File: config.mk
export PLATFORM = sky130hd
export DESIGN_NAME = rans_byte_encoder
export DESIGN_NICKNAME = d
export VERILOG_FILES = /design/src/rtl/core/rbe_pkg.sv /design/src/rtl/core/rbe_recip.sv /design/src/rtl/core/rbe_dpath.sv /design/src/rtl/core/rbe_ctrl.sv /design/src/rtl/core/rans_byte_encoder.sv
export VERILOG_INCLUDE_DIRS = /design/src /design/src/rtl/core
export SDC_FILE = /design/constraint.sdc
export NUM_CORES = 2
export LEC_CHECK = 0
export BUFFER_PORTS_ARGS = -buffer_cell sky130_fd_sc_hd__buf_2
export CAP_MARGIN = 15
export CORE_UTILIZATION = 60
export DETAILED_ROUTE_END_ITERATION = 10
export GPL_TIMING_DRIVEN = 0
export PLACE_DENSITY = 0.76
export SLEW_MARGIN = 20
export SYNTH_ARGS = -nofsm -noshare
export SYNTH_HDL_FRONTEND = slang
export SYNTH_HIERARCHICAL = 1
export SYNTH_SLANG_ARGS = --single-unit
File: constraint.sdc
create_clock -name clk -period 9.7 [get_ports clk]
set_input_delay 2.425 -clock clk [delete_from_list [all_inputs] [get_ports clk]]
set_output_delay 2.425 -clock clk [all_outputs]
set_load 0.005 [all_outputs]
File: src/rtl/core/rans_byte_encoder_macros.svh
// ----------------------------------------------------------------------------
// rANS byte encoder assertion macros
// Shorthand for clocked implication checks with reset disable.
// ----------------------------------------------------------------------------
`ifndef RANS_BYTE_ENCODER_MACROS_SVH
`define RANS_BYTE_ENCODER_MACROS_SVH

// same-cycle implication
`define RBE_ASSERT_IMP(lbl, ck, rn, ante, cons, msg) \
  lbl: assert property (@(posedge ck) disable iff (!rn) (ante) |-> (cons)) \
    else $error(msg);

// next-cycle implication
`define RBE_ASSERT_NXT(lbl, ck, rn, ante, cons, msg) \
  lbl: assert property (@(posedge ck) disable iff (!rn) (ante) |=> (cons)) \
    else $error(msg);

`endif

File: src/rtl/core/rbe_pkg.sv
// ----------------------------------------------------------------------------
// rbe_pkg
// Shared types and constants of the rANS byte encoder.
// ----------------------------------------------------------------------------
package rbe_pkg;

  localparam int unsigned SCALE_W    = 5;
  localparam int unsigned SYM_W      = 17;
  localparam int unsigned STATE_W    = 32;
  localparam logic [STATE_W-1:0] LOWER_BOUND = 32'h0080_0000;
  localparam logic [SCALE_W-1:0] SCALE_RESET = 5'd14;
  localparam logic [SCALE_W-1:0] SCALE_MIN   = 5'd1;
  localparam logic [SCALE_W-1:0] SCALE_MAX   = 5'd16;
  // reciprocal divider: 33 quotient bits, one per step
  localparam int unsigned DIV_STEPS  = 33;
  localparam int unsigned DIV_CNT_W  = 6;
  localparam logic [DIV_CNT_W-1:0] DIV_LAST = 6'(DIV_STEPS - 1);

  typedef enum logic [0:0] {
    OP_ENCODE = 1'b0,
    OP_FLUSH  = 1'b1
  } opcode_t;

  typedef enum logic [3:0] {
    DP_NONE,
    DP_LOAD,
    DP_CLAMP,
    DP_PREP,
    DP_RENORM,
    DP_DINIT,
    DP_DIV,
    DP_MUL,
    DP_SHIFT,
    DP_MUL2,
    DP_UPDATE,
    DP_FLUSH
  } dp_op_t;

  typedef enum logic [3:0] {
    ST_IDLE,
    ST_CLAMP,
    ST_PREP,
    ST_RENORM,
    ST_DINIT,
    ST_DIV,
    ST_MUL,
    ST_SHIFT,
    ST_MUL2,
    ST_UPDATE,
    ST_FLUSH
  } ctl_state_t;

  typedef struct packed {
    dp_op_t op;
    logic   emit;   // load one beat into the output register
  } dp_cmd_t;

  typedef struct packed {
    logic out_free;
    logic is_flush;
    logic freq_zero;
    logic is_one;
    logic renorm_more;
    logic div_done;
    logic flush_last;
  } dp_sts_t;

endpackage

File: src/rtl/core/rbe_recip.sv
// ----------------------------------------------------------------------------
// rbe_recip
// Bit-serial restoring divider for ceil(2^(s+31) / freq), one quotient bit
// per step.
// ----------------------------------------------------------------------------
module rbe_recip (
  input  logic                               clk,
  input  logic                               rst_n,
  input  logic                               init,
  input  logic                               step,
  input  logic [rbe_pkg::SYM_W-1:0]          freq,
  input  logic [rbe_pkg::SCALE_W-1:0]        s,
  output logic [rbe_pkg::STATE_W-1:0]        inv,
  output logic                               done
);

  logic [rbe_pkg::SYM_W-1:0]     rem_r;
  logic [32:0]                   quo_r;
  logic [rbe_pkg::DIV_CNT_W-1:0] cnt_r;

  logic [5:0]               sh;
  logic [47:0]              dvd;
  logic [rbe_pkg::SYM_W-1:0] fm1;
  logic [rbe_pkg::SYM_W:0]  trial;
  logic                     ge;

  // dividend 2^(s+31) + freq - 1; the two terms never overlap
  assign fm1   = freq - 17'd1;
  assign sh    = {1'b0, s} + 6'd31;
  assign dvd   = (48'd1 << sh) | {31'd0, fm1};
  assign trial = {rem_r, quo_r[32]};
  assign ge    = trial >= {1'b0, freq};

  always_ff @(posedge clk) begin
    if (init) begin
      rem_r <= dvd[47:33] == 15'd0 ? '0 : {2'b00, dvd[47:33]};
      quo_r <= dvd[32:0];
    end else if (step) begin
      rem_r <= ge ? 17'(trial - {1'b0, freq}) : trial[16:0];
      quo_r <= {quo_r[31:0], ge};
    end
  end

  always_ff @(posedge clk) begin
    if (!rst_n) begin
      cnt_r <= '0;
    end else if (init) begin
      cnt_r <= '0;
    end else if (step) begin
      cnt_r <= cnt_r + 6'd1;
    end
  end

  assign done = step && (cnt_r == rbe_pkg::DIV_LAST);
  assign inv  = quo_r[31:0];

endmodule

File: src/rtl/core/rbe_dpath.sv
// ----------------------------------------------------------------------------
// rbe_dpath
// Coder state, scale register, symbol clamp, renormalization, reciprocal
// multiply update and the output beat register.
// ----------------------------------------------------------------------------
module rbe_dpath (
  input  logic                          clk,
  input  logic                          rst_n,
  input  logic                          cfg_we,
  input  logic [rbe_pkg::SCALE_W-1:0]   cfg_wdata,
  input  logic                          in_opcode,
  input  logic [rbe_pkg::SYM_W-1:0]     in_sym_start,
  input  logic [rbe_pkg::SYM_W-1:0]     in_sym_freq,
  input  rbe_pkg::dp_cmd_t              cmd,
  output rbe_pkg::dp_sts_t              sts,
  input  logic                          out_stall,
  output logic                          out_valid,
  output logic [7:0]                    out_byte,
  output logic                          out_last_byte
);

  logic [rbe_pkg::SCALE_W-1:0] scale_r;
  logic [rbe_pkg::STATE_W-1:0] state_r;
  logic                        opcode_r;
  logic [rbe_pkg::SCALE_W-1:0] sc_r;
  logic [rbe_pkg::SYM_W-1:0]   start_r;
  logic [rbe_pkg::SYM_W-1:0]   freq_r;
  logic [rbe_pkg::SYM_W-1:0]   freq_c_r;
  logic [15:0]                 compl_r;
  logic [17:0]                 bias_r;
  logic [rbe_pkg::STATE_W-1:0] ub_r;
  logic [rbe_pkg::SCALE_W-1:0] s_r;
  logic [63:0]                 prod_r;
  logic [rbe_pkg::STATE_W-1:0] q_r;
  logic [rbe_pkg::STATE_W-1:0] p2_r;
  logic [rbe_pkg::STATE_W-1:0] xb_r;
  logic [1:0]                  fl_cnt_r;
  logic                        out_valid_r;
  logic [7:0]                  out_byte_r;
  logic                        out_last_r;

  logic [rbe_pkg::SCALE_W-1:0] sc_eff;
  logic [rbe_pkg::SYM_W-1:0]   m;
  logic [rbe_pkg::SYM_W-1:0]   room;
  logic [rbe_pkg::SYM_W-1:0]   fc;
  logic [rbe_pkg::SYM_W-1:0]   diff;
  logic [17:0]                 bias_one;
  logic [rbe_pkg::SYM_W-1:0]   fm1;
  logic [rbe_pkg::SCALE_W-1:0] s_calc;
  logic [rbe_pkg::STATE_W-1:0] shifted;
  logic [rbe_pkg::STATE_W-1:0] inv;
  logic                        div_done;
  logic [47:0]                 m2;
  logic [7:0]                  fl_byte;
  logic [7:0]                  emit_byte;
  logic                        emit_last;
  logic                        out_free;

  always_comb begin
    sc_eff = scale_r;
    if (scale_r < rbe_pkg::SCALE_MIN) sc_eff = rbe_pkg::SCALE_MIN;
    if (scale_r > rbe_pkg::SCALE_MAX) sc_eff = rbe_pkg::SCALE_MAX;
  end

  // clamp freq to the room left above start
  assign m    = 17'd1 << sc_r;
  assign room = m - start_r;
  always_comb begin
    if (start_r > m) fc = '0;
    else if (freq_r > room) fc = room;
    else fc = freq_r;
  end
  assign diff     = m - fc;
  assign bias_one = {1'b0, start_r} + {1'b0, m} - 18'd1;

  // s = ceil(log2 freq)
  assign fm1 = freq_c_r - 17'd1;
  always_comb begin
    s_calc = '0;
    for (int i = 0; i < rbe_pkg::SYM_W; i++) begin
      if (fm1[i]) s_calc = 5'(i + 1);
    end
  end

  assign shifted = {8'd0, state_r[31:8]};
  assign m2      = {16'd0, q_r} * {32'd0, compl_r};

  rbe_recip u_recip (
    .clk   (clk),
    .rst_n (rst_n),
    .init  (cmd.op == rbe_pkg::DP_DINIT),
    .step  (cmd.op == rbe_pkg::DP_DIV),
    .freq  (freq_c_r),
    .s     (s_r),
    .inv   (inv),
    .done  (div_done)
  );

  always_ff @(posedge clk) begin
    if (!rst_n) begin
      scale_r <= rbe_pkg::SCALE_RESET;
    end else if (cfg_we) begin
      scale_r <= cfg_wdata;
    end
  end

  always_ff @(posedge clk) begin
    if (!rst_n) begin
      state_r  <= rbe_pkg::LOWER_BOUND;
      fl_cnt_r <= '0;
    end else begin
      case (cmd.op)
        rbe_pkg::DP_LOAD: begin
          fl_cnt_r <= '0;
        end
        rbe_pkg::DP_RENORM: begin
          state_r <= shifted;
        end
        rbe_pkg::DP_UPDATE: begin
          state_r <= xb_r + p2_r;
        end
        rbe_pkg::DP_FLUSH: begin
          fl_cnt_r <= fl_cnt_r + 2'd1;
          if (fl_cnt_r == 2'd3) state_r <= rbe_pkg::LOWER_BOUND;
        end
        default: begin
        end
      endcase
    end
  end

  always_ff @(posedge clk) begin
    case (cmd.op)
      rbe_pkg::DP_LOAD: begin
        opcode_r <= in_opcode;
        start_r  <= in_sym_start;
        freq_r   <= in_sym_freq;
        sc_r     <= sc_eff;
      end
      rbe_pkg::DP_CLAMP: begin
        freq_c_r <= fc;
        compl_r  <= diff[15:0];
        bias_r   <= (fc == 17'd1) ? bias_one : {1'b0, start_r};
      end
      rbe_pkg::DP_PREP: begin
        ub_r <= {15'd0, freq_c_r} << (5'd31 - sc_r);
        s_r  <= s_calc;
      end
      rbe_pkg::DP_MUL: begin
        prod_r <= {32'd0, state_r} * {32'd0, inv};
      end
      rbe_pkg::DP_SHIFT: begin
        // freq of one: (x * 0xffffffff) >> 32 is x - 1, or 0 for x == 0
        if (freq_c_r == 17'd1) q_r <= state_r - {31'd0, |state_r};
        else q_r <= prod_r[63:32] >> (s_r - 5'd1);
      end
      rbe_pkg::DP_MUL2: begin
        p2_r <= m2[31:0];
        xb_r <= state_r + {14'd0, bias_r};
      end
      default: begin
      end
    endcase
  end

  // flush goes most significant byte first
  always_comb begin
    case (fl_cnt_r)
      2'd0:    fl_byte = state_r[31:24];
      2'd1:    fl_byte = state_r[23:16];
      2'd2:    fl_byte = state_r[15:8];
      default: fl_byte = state_r[7:0];
    endcase
  end

  always_comb begin
    if (cmd.op == rbe_pkg::DP_FLUSH) begin
      emit_byte = fl_byte;
      emit_last = fl_cnt_r == 2'd3;
    end else begin
      emit_byte = state_r[7:0];
      emit_last = !(shifted > ub_r);
    end
  end

  assign out_free = !out_valid_r || !out_stall;

  always_ff @(posedge clk) begin
    if (!rst_n) begin
      out_valid_r <= 1'b0;
    end else if (cmd.emit) begin
      out_valid_r <= 1'b1;
    end else if (!out_stall) begin
      out_valid_r <= 1'b0;
    end
  end

  always_ff @(posedge clk) begin
    if (cmd.emit) begin
      out_byte_r <= emit_byte;
      out_last_r <= emit_last;
    end
  end

  assign sts.out_free    = out_free;
  assign sts.is_flush    = opcode_r == rbe_pkg::OP_FLUSH;
  assign sts.freq_zero   = freq_c_r == '0;
  assign sts.is_one      = freq_c_r == 17'd1;
  assign sts.renorm_more = state_r > ub_r;
  assign sts.div_done    = div_done;
  assign sts.flush_last  = fl_cnt_r == 2'd3;

  assign out_valid     = out_valid_r;
  assign out_byte      = out_byte_r;
  assign out_last_byte = out_last_r;

endmodule

File: src/rtl/core/rbe_ctrl.sv
// ----------------------------------------------------------------------------
// rbe_ctrl
// Sequencer for one item: clamp, renormalize, divide, multiply, update,
// or the four-beat flush.
// ----------------------------------------------------------------------------
module rbe_ctrl (
  input  logic             clk,
  input  logic             rst_n,
  input  logic             in_valid,
  output logic             in_stall,
  input  rbe_pkg::dp_sts_t sts,
  output rbe_pkg::dp_cmd_t cmd
);

  rbe_pkg::ctl_state_t state_r, state_nxt;

  always_ff @(posedge clk) begin
    if (!rst_n) begin
      state_r <= rbe_pkg::ST_IDLE;
    end else begin
      state_r <= state_nxt;
    end
  end

  always_comb begin
    state_nxt = state_r;
    case (state_r)
      rbe_pkg::ST_IDLE: begin
        if (in_valid) state_nxt = rbe_pkg::ST_CLAMP;
      end
      rbe_pkg::ST_CLAMP: begin
        state_nxt = sts.is_flush ? rbe_pkg::ST_FLUSH : rbe_pkg::ST_PREP;
      end
      rbe_pkg::ST_PREP: begin
        state_nxt = sts.freq_zero ? rbe_pkg::ST_IDLE : rbe_pkg::ST_RENORM;
      end
      rbe_pkg::ST_RENORM: begin
        if (!sts.renorm_more) begin
          state_nxt = sts.is_one ? rbe_pkg::ST_SHIFT : rbe_pkg::ST_DINIT;
        end
      end
      rbe_pkg::ST_DINIT:  state_nxt = rbe_pkg::ST_DIV;
      rbe_pkg::ST_DIV: begin
        if (sts.div_done) state_nxt = rbe_pkg::ST_MUL;
      end
      rbe_pkg::ST_MUL:    state_nxt = rbe_pkg::ST_SHIFT;
      rbe_pkg::ST_SHIFT:  state_nxt = rbe_pkg::ST_MUL2;
      rbe_pkg::ST_MUL2:   state_nxt = rbe_pkg::ST_UPDATE;
      rbe_pkg::ST_UPDATE: state_nxt = rbe_pkg::ST_IDLE;
      rbe_pkg::ST_FLUSH: begin
        if (sts.out_free && sts.flush_last) state_nxt = rbe_pkg::ST_IDLE;
      end
      default: state_nxt = rbe_pkg::ST_IDLE;
    endcase
  end

  always_comb begin
    cmd      = '{op: rbe_pkg::DP_NONE, emit: 1'b0};
    in_stall = 1'b1;
    case (state_r)
      rbe_pkg::ST_IDLE: begin
        in_stall = 1'b0;
        if (in_valid) cmd.op = rbe_pkg::DP_LOAD;
      end
      rbe_pkg::ST_CLAMP:  cmd.op = rbe_pkg::DP_CLAMP;
      rbe_pkg::ST_PREP:   cmd.op = rbe_pkg::DP_PREP;
      rbe_pkg::ST_RENORM: begin
        if (sts.renorm_more && sts.out_free) begin
          cmd.op   = rbe_pkg::DP_RENORM;
          cmd.emit = 1'b1;
        end
      end
      rbe_pkg::ST_DINIT:  cmd.op = rbe_pkg::DP_DINIT;
      rbe_pkg::ST_DIV:    cmd.op = rbe_pkg::DP_DIV;
      rbe_pkg::ST_MUL:    cmd.op = rbe_pkg::DP_MUL;
      rbe_pkg::ST_SHIFT:  cmd.op = rbe_pkg::DP_SHIFT;
      rbe_pkg::ST_MUL2:   cmd.op = rbe_pkg::DP_MUL2;
      rbe_pkg::ST_UPDATE: cmd.op = rbe_pkg::DP_UPDATE;
      rbe_pkg::ST_FLUSH: begin
        if (sts.out_free) begin
          cmd.op   = rbe_pkg::DP_FLUSH;
          cmd.emit = 1'b1;
        end
      end
      default: begin
      end
    endcase
  end

endmodule

File: src/rtl/core/rans_byte_encoder.sv
// ----------------------------------------------------------------------------
// rans_byte_encoder
// Byte-wise rANS encoder, 32-bit state, reset to 2^23. Feed symbols in
// reverse order; the byte stream read back to front is the compressed data.
// One item at a time. An encode item whose clamped frequency is zero emits
// no bytes; any other encode item emits its renormalization bytes (at most
// two from reachable states) and then updates the state, and all but
// frequency one go through the 33-step bit-serial reciprocal divider. A
// flush emits four output beats. Output stalls hold the block only while a
// beat is waiting. The scale register is sampled when an item is accepted.
// ----------------------------------------------------------------------------
`include "rans_byte_encoder_macros.svh"

module rans_byte_encoder (
  input  logic                        clk,
  input  logic                        rst_n,
  input  logic                        cfg_we,
  input  logic [rbe_pkg::SCALE_W-1:0] cfg_wdata,
  input  logic                        in_valid,
  output logic                        in_stall,
  input  logic                        in_opcode,
  input  logic [rbe_pkg::SYM_W-1:0]   in_sym_start,
  input  logic [rbe_pkg::SYM_W-1:0]   in_sym_freq,
  output logic                        out_valid,
  input  logic                        out_stall,
  output logic [7:0]                  out_byte,
  output logic                        out_last_byte
);

  rbe_pkg::dp_cmd_t cmd;
  rbe_pkg::dp_sts_t sts;

  rbe_ctrl u_ctrl (
    .clk      (clk),
    .rst_n    (rst_n),
    .in_valid (in_valid),
    .in_stall (in_stall),
    .sts      (sts),
    .cmd      (cmd)
  );

  rbe_dpath u_dpath (
    .clk           (clk),
    .rst_n         (rst_n),
    .cfg_we        (cfg_we),
    .cfg_wdata     (cfg_wdata),
    .in_opcode     (in_opcode),
    .in_sym_start  (in_sym_start),
    .in_sym_freq   (in_sym_freq),
    .cmd           (cmd),
    .sts           (sts),
    .out_stall     (out_stall),
    .out_valid     (out_valid),
    .out_byte      (out_byte),
    .out_last_byte (out_last_byte)
  );

  // a new beat never overwrites one still waiting
  `RBE_ASSERT_IMP(a_emit_free, clk, rst_n, cmd.emit, sts.out_free, "beat overwritten")
  `RBE_ASSERT_IMP(a_accept_load, clk, rst_n, in_valid && !in_stall,
                  cmd.op == rbe_pkg::DP_LOAD, "accepted item not loaded")
  `RBE_ASSERT_NXT(a_flush_last, clk, rst_n,
                  cmd.op == rbe_pkg::DP_FLUSH && cmd.emit && sts.flush_last,
                  out_valid && out_last_byte, "flush end not marked")

endmodule

---- After elaboration in Yosys (flattened, before gate mapping) ----
Index checks and enable logic that the tools add are counted.
word-level totals
  flip-flop bits (word level) ............. 397
  bits of input ports ..................... 45
  output and inout bits ................... 11
  logic and storage cells ................. 157
cells by class
  shift operators ......................... 4
  equality and inequality tests ........... 33
  mux-type cells .......................... 49
  multiply operators ...................... 2
  reductions and logical operators ........ 20
  add/subtract/negate cells ............... 14
  bitwise gates (word level) .............. 2
  magnitude comparators ................... 7
operators with widths
  cell                                                                 number
  17-bit two-way mux                                                   6
  32-bit case mux with 3 select lines                                  1
  33-bit two-way mux                                                   2
  32-bit by 32-bit multiplier with 64-bit output                       1
  32-bit two-way mux                                                   2
  4-bit two-way mux                                                    14
  48-bit by 17-bit OR with 48-bit output                               1
  1-bit by 6-bit << shifter with 48-bit output (first input constant)  1
  4-bit case mux with 11 select lines                                  1
  4-bit case mux with 10 select lines                                  1
  17-bit by 1-bit == test with 1-bit output (second input constant)    2
  17-bit > comparator                                                  2
  17-bit subtractor                                                    2
  32-bit by 18-bit adder with 32-bit output                            1
  32-bit adder                                                         1
  4-bit by 3-bit == test with 1-bit output (second input constant)     8
  24-bit by 32-bit > comparator with 1-bit output                      1
  32-bit > comparator                                                  1
  32-bit by 16-bit multiplier with 32-bit output                       1
  32-bit OR reduction                                                  1
  17-bit by 5-bit << shifter with 32-bit output                        1
  32-bit by 5-bit right shift with 32-bit output                       1
  32-bit by 1-bit subtractor with 32-bit output                        1
  4-bit == test (second input constant)                                7
  other kinds (42)                                                     71

---- Depth between registers and ports, before layout ----
  word-level depth ........................ 17
  gate-level depth with buffers ........... 37
  depth with buffers taken out ............ 33

---- Modules after synthesis ----
Netlist, hierarchy kept.
modules (own cells, without submodules)
  module     seq. area each (µm²)  area each (µm²)  cells an instance  instances
  rbe_dpath  8758.4                64749.6          7006               1
  rbe_recip  1621.6                3882.5           405                1
  rbe_ctrl   80.1                  451.7            60                 1

---- Least setup slack after synthesis ----
Ideal clock, no wire load.
  path kind ............................... register to register
  start ................................... register u_dpath/state_r[18] (netlist name)
  end ..................................... register u_dpath.prod_r[53] (data pin)
  data required time ...................... 9438 ps
  path buffers ............................ 2
  setup time .............................. 262 ps
  cell stages (with the launch flop) ...... 25
  setup slack ............................. 1786 ps
  arrival time ............................ 7652 ps
  clock period less this slack ............ 7914 ps
  path through ............................ dfxtp_1 > clkbuf_1 > clkbuf_1 > and2_1 > fa_1 > fa_1 > inv_1 > fa_1 > fa_1 > inv_1 > fa_1 > fa_1 > fa_1 > fa_1 > ha_1 > a21o_1 > a21o_1 > a211o_1 > a31o_2 > o2111a_1 > o2111ai_1 > or3b_1 > o31ai_1 > o21bai_1 > xor2_1
between the ends
  longest elaborated chain between the ends .. 1
RTL lines
  element                                         line              RTL
  from (decl)                                     rbe_dpath.sv:23   logic [rbe_pkg::STATE_W-1:0] state_r;
  from (signal assigned)                          rbe_dpath.sv:109  state_r <= rbe_pkg::LOWER_BOUND;
  from (signal assigned)                          rbe_dpath.sv:117  state_r <= shifted;
  from (signal assigned)                          rbe_dpath.sv:120  state_r <= xb_r + p2_r;
  32-bit by 32-bit multiplier with 64-bit output  rbe_dpath.sv:150  prod_r <= {32'd0, state_r} * {32'd0, inv};
  to (signal assigned)                            rbe_dpath.sv:150
  to (decl)                                       rbe_dpath.sv:33   logic [63:0] prod_r;
No other way between the ends.
A chain may end at the register's enable or synchronous reset.

---- Worst setup path after layout ----
  start ................................... register u_dpath/state_r[5] (netlist name)
  end ..................................... register u_dpath.prod_r[55] (data pin)
Same word-level chain as after synthesis.

==> impl_metrics.tcl <==
set metrics [dict create \
    status "finished, final reports clean" \
    avgSynthCellArea_um2 9.25 \
    start_util_pct 60.5 \
    crit_buf_inv 10 \
    dieArea_um2 116000 \
    rows 124 \
    antenna_found_initial 33 \
    syn_inst 7471 \
    overflow 0 \
    ys_seq_area_share_pct 15.1 \
    yosys-top-cells-area "fa_1 (35%), edfxtp_1 (14%), ha_1 (9.9%)" \
    grtUsageTotal_pct 41.8 \
    finalCriticalPeriod_ns 9.56 \
    min_from "u_dpath/u_recip/cnt_r[5]" \
    reg2reg_setup_slack_ns 0.14 \
    synth_top_cell_area_share_pct 34.9 \
    finalClockSkew_ns 0.0396 \
    path_max_fanout 10 \
    fmax_ghz 0.105 \
    htreeDepth 2 \
    clock_sinks 365 \
    firstDrtPassIters 11 \
    timing.final.crit_share_pct 98.6 \
    slowest_delay_ns 0.78 \
    hpwl_um 199000 \
    synth-seq-cells 365 \
    slew_viol_final 0 \
    hold_path_class "reg2reg" \
    cp-start-kind "register" \
    yosysWarnings 6 \
    yosysTopAreaCell "fa_1" \
    crit_type "reg2reg" \
    design.core.area_um2 114000 \
    crit_cells 30 \
    r2r_start "u_dpath/state_r[5]" \
    via_count 55800 \
    synth-edff-count 315 \
    slowest_stage "clkdlybuf4s15_1" \
    report.final.hold_viol_count 0 \
    endpoint_kind "register" \
    r2r-end "u_dpath/prod_r[55]" \
    gp_congestion 1.07 \
    synth_top_flop_cell "edfxtp_1" \
    drc 0 \
    reg2reg_depth 30 \
    cts_buffers 40 \
    synth-async-reset-ratio_pct 0 \
    fin_ws_ns 0.137 \
    io_pins 56 \
    grt_first_pass_wirelength_um 356000 \
    crit_path_end "u_dpath/prod_r[55]" \
    die_w_um 341 \
    drive_gt1_share_pct 4.96 \
    viasPerCell 6.10 \
    grt_max_degree 51 \
    yosys.area_share.simple_pct 17.1 \
    fin_nets 9379 \
    synth-adder-area-share_pct 44.8 \
    pre_cts_slack_ns -1.27 \
    placed_cells 9058 \
    setup_viol 0 \
    synth_compound_area_share_pct 8.04 \
    critPathLaunch "u_dpath/state_r[5]" \
    maxCapViolations 0 \
    drt_iter0_drc 6724 \
    ys_types 97 \
    clkLatencyLatePin_ns 0.59 \
    cts.clk_slew.worst_paths_ns 0.06 \
    die_y_um 341 \
    tritoncts "built" \
    drtAntennaViolNets 0 \
    slew_headroom_pct 13.0 \
    tightestPinTransition_ns 1.30 \
    syn_area_um2 69100 \
    n_fill_cell 9785 \
    worstPathRequired_ns 10.01 \
    grt_pass1_vias 56000 \
    syn_nets 9265 \
    totalWireLength_um 242000 \
    wl_per_cell_um 26.4 \
    synth_xor_area_share_pct 3.08 \
    syn_to_final_growth_pct 5.99 \
    synth_top_family_by_area "adder cells" \
    synth_mux_area_share_pct 1.90 \
    cts_buffer_depth 3 \
    arrival_ns 9.88 \
    instances_no_fill 9145 \
    io_buffer_count 54 \
    critPathTopFamily "adder cells" \
    cts-root-buf "clkbuf_16" \
]
[tightest hold or removal path: stages (launching register included)]
cell	delay [ns]
dfxtp_1	0.32
o21ai_0	0.07
a21oi_1	0.06
[cell families after synthesis]
logic type | after synthesis
XOR/XNOR | 243
flip-flops | 365
AO/OA/AOI/OAI | 845
adder cells (fa/ha/maj) | 1749
buffers and inverters | 1784
AND/OR/NAND/NOR | 2376
multiplexers | 109
[through the flow]
stage,setup TNS [ns],utilization (%),hold WS (ns),area (µm²)
2_1_floorplan,0,-,0.454,69100
6_report,0,64.1,0.504,73200
4_1_cts,0,64.0,0.507,73100
3_3_place_gp,-43.36,62.4,0.461,71200
5_1_grt,-0.0361,64.1,0.537,73200
3_5_place_dp,-24.86,62.6,0.490,71500
[cell usage after synthesis, types with 10 or more instances]
cell type and number:
mux2i_1 75, and2_1 718, fa_1 1205, a31oi_1 27, a221oi_1 35, or4_1 12
nand2_1 945, o211ai_1 19, ha_1 544, xnor2_1 171, nor3_1 70, or3_1 19
a211o_1 13, buf_4 38, o21bai_1 21, nand2b_1 34, nand4_1 43, nor4_1 29
o21ai_0 181, mux2_2 18, nor3b_1 16, a211oi_1 33, o22ai_1 31, a21boi_0 10
a21oi_1 218, a31o_2 12, nand3_1 87, nor2b_1 77, a21o_1 92, edfxtp_1 315
and3_1 31, buf_1 51, mux4_2 16, clkbuf_1 331, o21a_1 34, inv_1 1350
xor2_1 72, nor2_1 243, dfxtp_1 50, or2_2 16
[registers in the layout (all words and copies together), names as in the netlist, 2 cells and up]
| register | count |
|---|---|
| u_ctrl/state_r | 4 |
| u_dpath/bias_r | 18 |
| u_dpath/compl_r | 16 |
| u_dpath/fl_cnt_r | 2 |
| u_dpath/freq_c_r | 17 |
| u_dpath/freq_r | 17 |
| u_dpath/out_byte | 8 |
| u_dpath/p2_r | 32 |
| u_dpath/prod_r | 32 |
| u_dpath/q_r | 32 |
| u_dpath/s_r | 5 |
| u_dpath/sc_r | 5 |
| u_dpath/scale_r | 5 |
| u_dpath/start_r | 17 |
| u_dpath/state_r | 32 |
| u_dpath/u_recip/cnt_r | 6 |
| u_dpath/u_recip/quo_r | 33 |
| u_dpath/u_recip/rem_r | 17 |
| u_dpath/ub_r | 32 |
| u_dpath/xb_r | 32 |
[cell usage in the layout (no fill, tap or decap), types with 33 or more instances in the layout]
cell	instances
a211oi_1	33
a21o_1	92
a21oi_1	217
a221oi_1	34
and2_1	718
buf_2	66
buf_4	53
clkbuf_1	272
clkbuf_16	44
clkbuf_2	61
dfxtp_1	49
edfxtp_1	315
fa_1	1205
ha_1	544
inv_1	1350
mux2i_1	75
nand2_1	945
nand2b_1	34
nand3_1	87
nand4_1	43
nor2_1	240
nor2b_1	77
nor3_1	64
o21a_1	34
o21ai_0	180
xnor2_1	170
xor2_1	71
[layer usage]
| layer | vias up | track usage (%) | share of wire, % |
|---|---|---|---|
| met1 | 27700 | 56.7 | 39 |
| met5 | - | 0 | 0.078 |
| met3 | 830 | 12.9 | 13 |
| met4 | 20 | 22.7 | 6.8 |
| li1 | 23700 | - | - |
| met2 | 3457 | 59.9 | 41 |
[worst min-delay path by stage]
stage,end,slack [ns],cells past startpoint
4_1_cts,u_dpath/scale_r[2],0.51,2
6_report,u_dpath/u_recip/cnt_r[5],0.50,2
5_1_grt,u_dpath/scale_r[2],0.54,2
3_5_place_dp,u_dpath/scale_r[2],0.49,2
2_1_floorplan,u_dpath/u_recip/cnt_r[5],0.45,2
3_3_place_gp,u_dpath/u_recip/cnt_r[5],0.46,2
[what timing repair did]
action                     4_1_cts  5_1_grt
buffers inserted                 0        0
setup endpoints to repair       32       20
hold buffers                     0        0
gates resized for setup         64       73
[cell type report]
class                           count  area, µm²  area share [%]
Clock inverter                     22        262           0.357
Inverter                         1357       5090            6.96
Antenna cell                       17       42.5          0.0581
Multi-Input combinational cell   5322      51900            70.9
Tap cell                         1512       1890            2.58
Clock buffer                       51       1150            1.57
Timing Repair Buffer               75        477           0.651
Sequential cell                   365      10500            14.3
Buffer                            424       1960            2.67
Power is not shown: default switching activity piles up to over one toggle a cycle in this logic, so the estimate is an artifact.
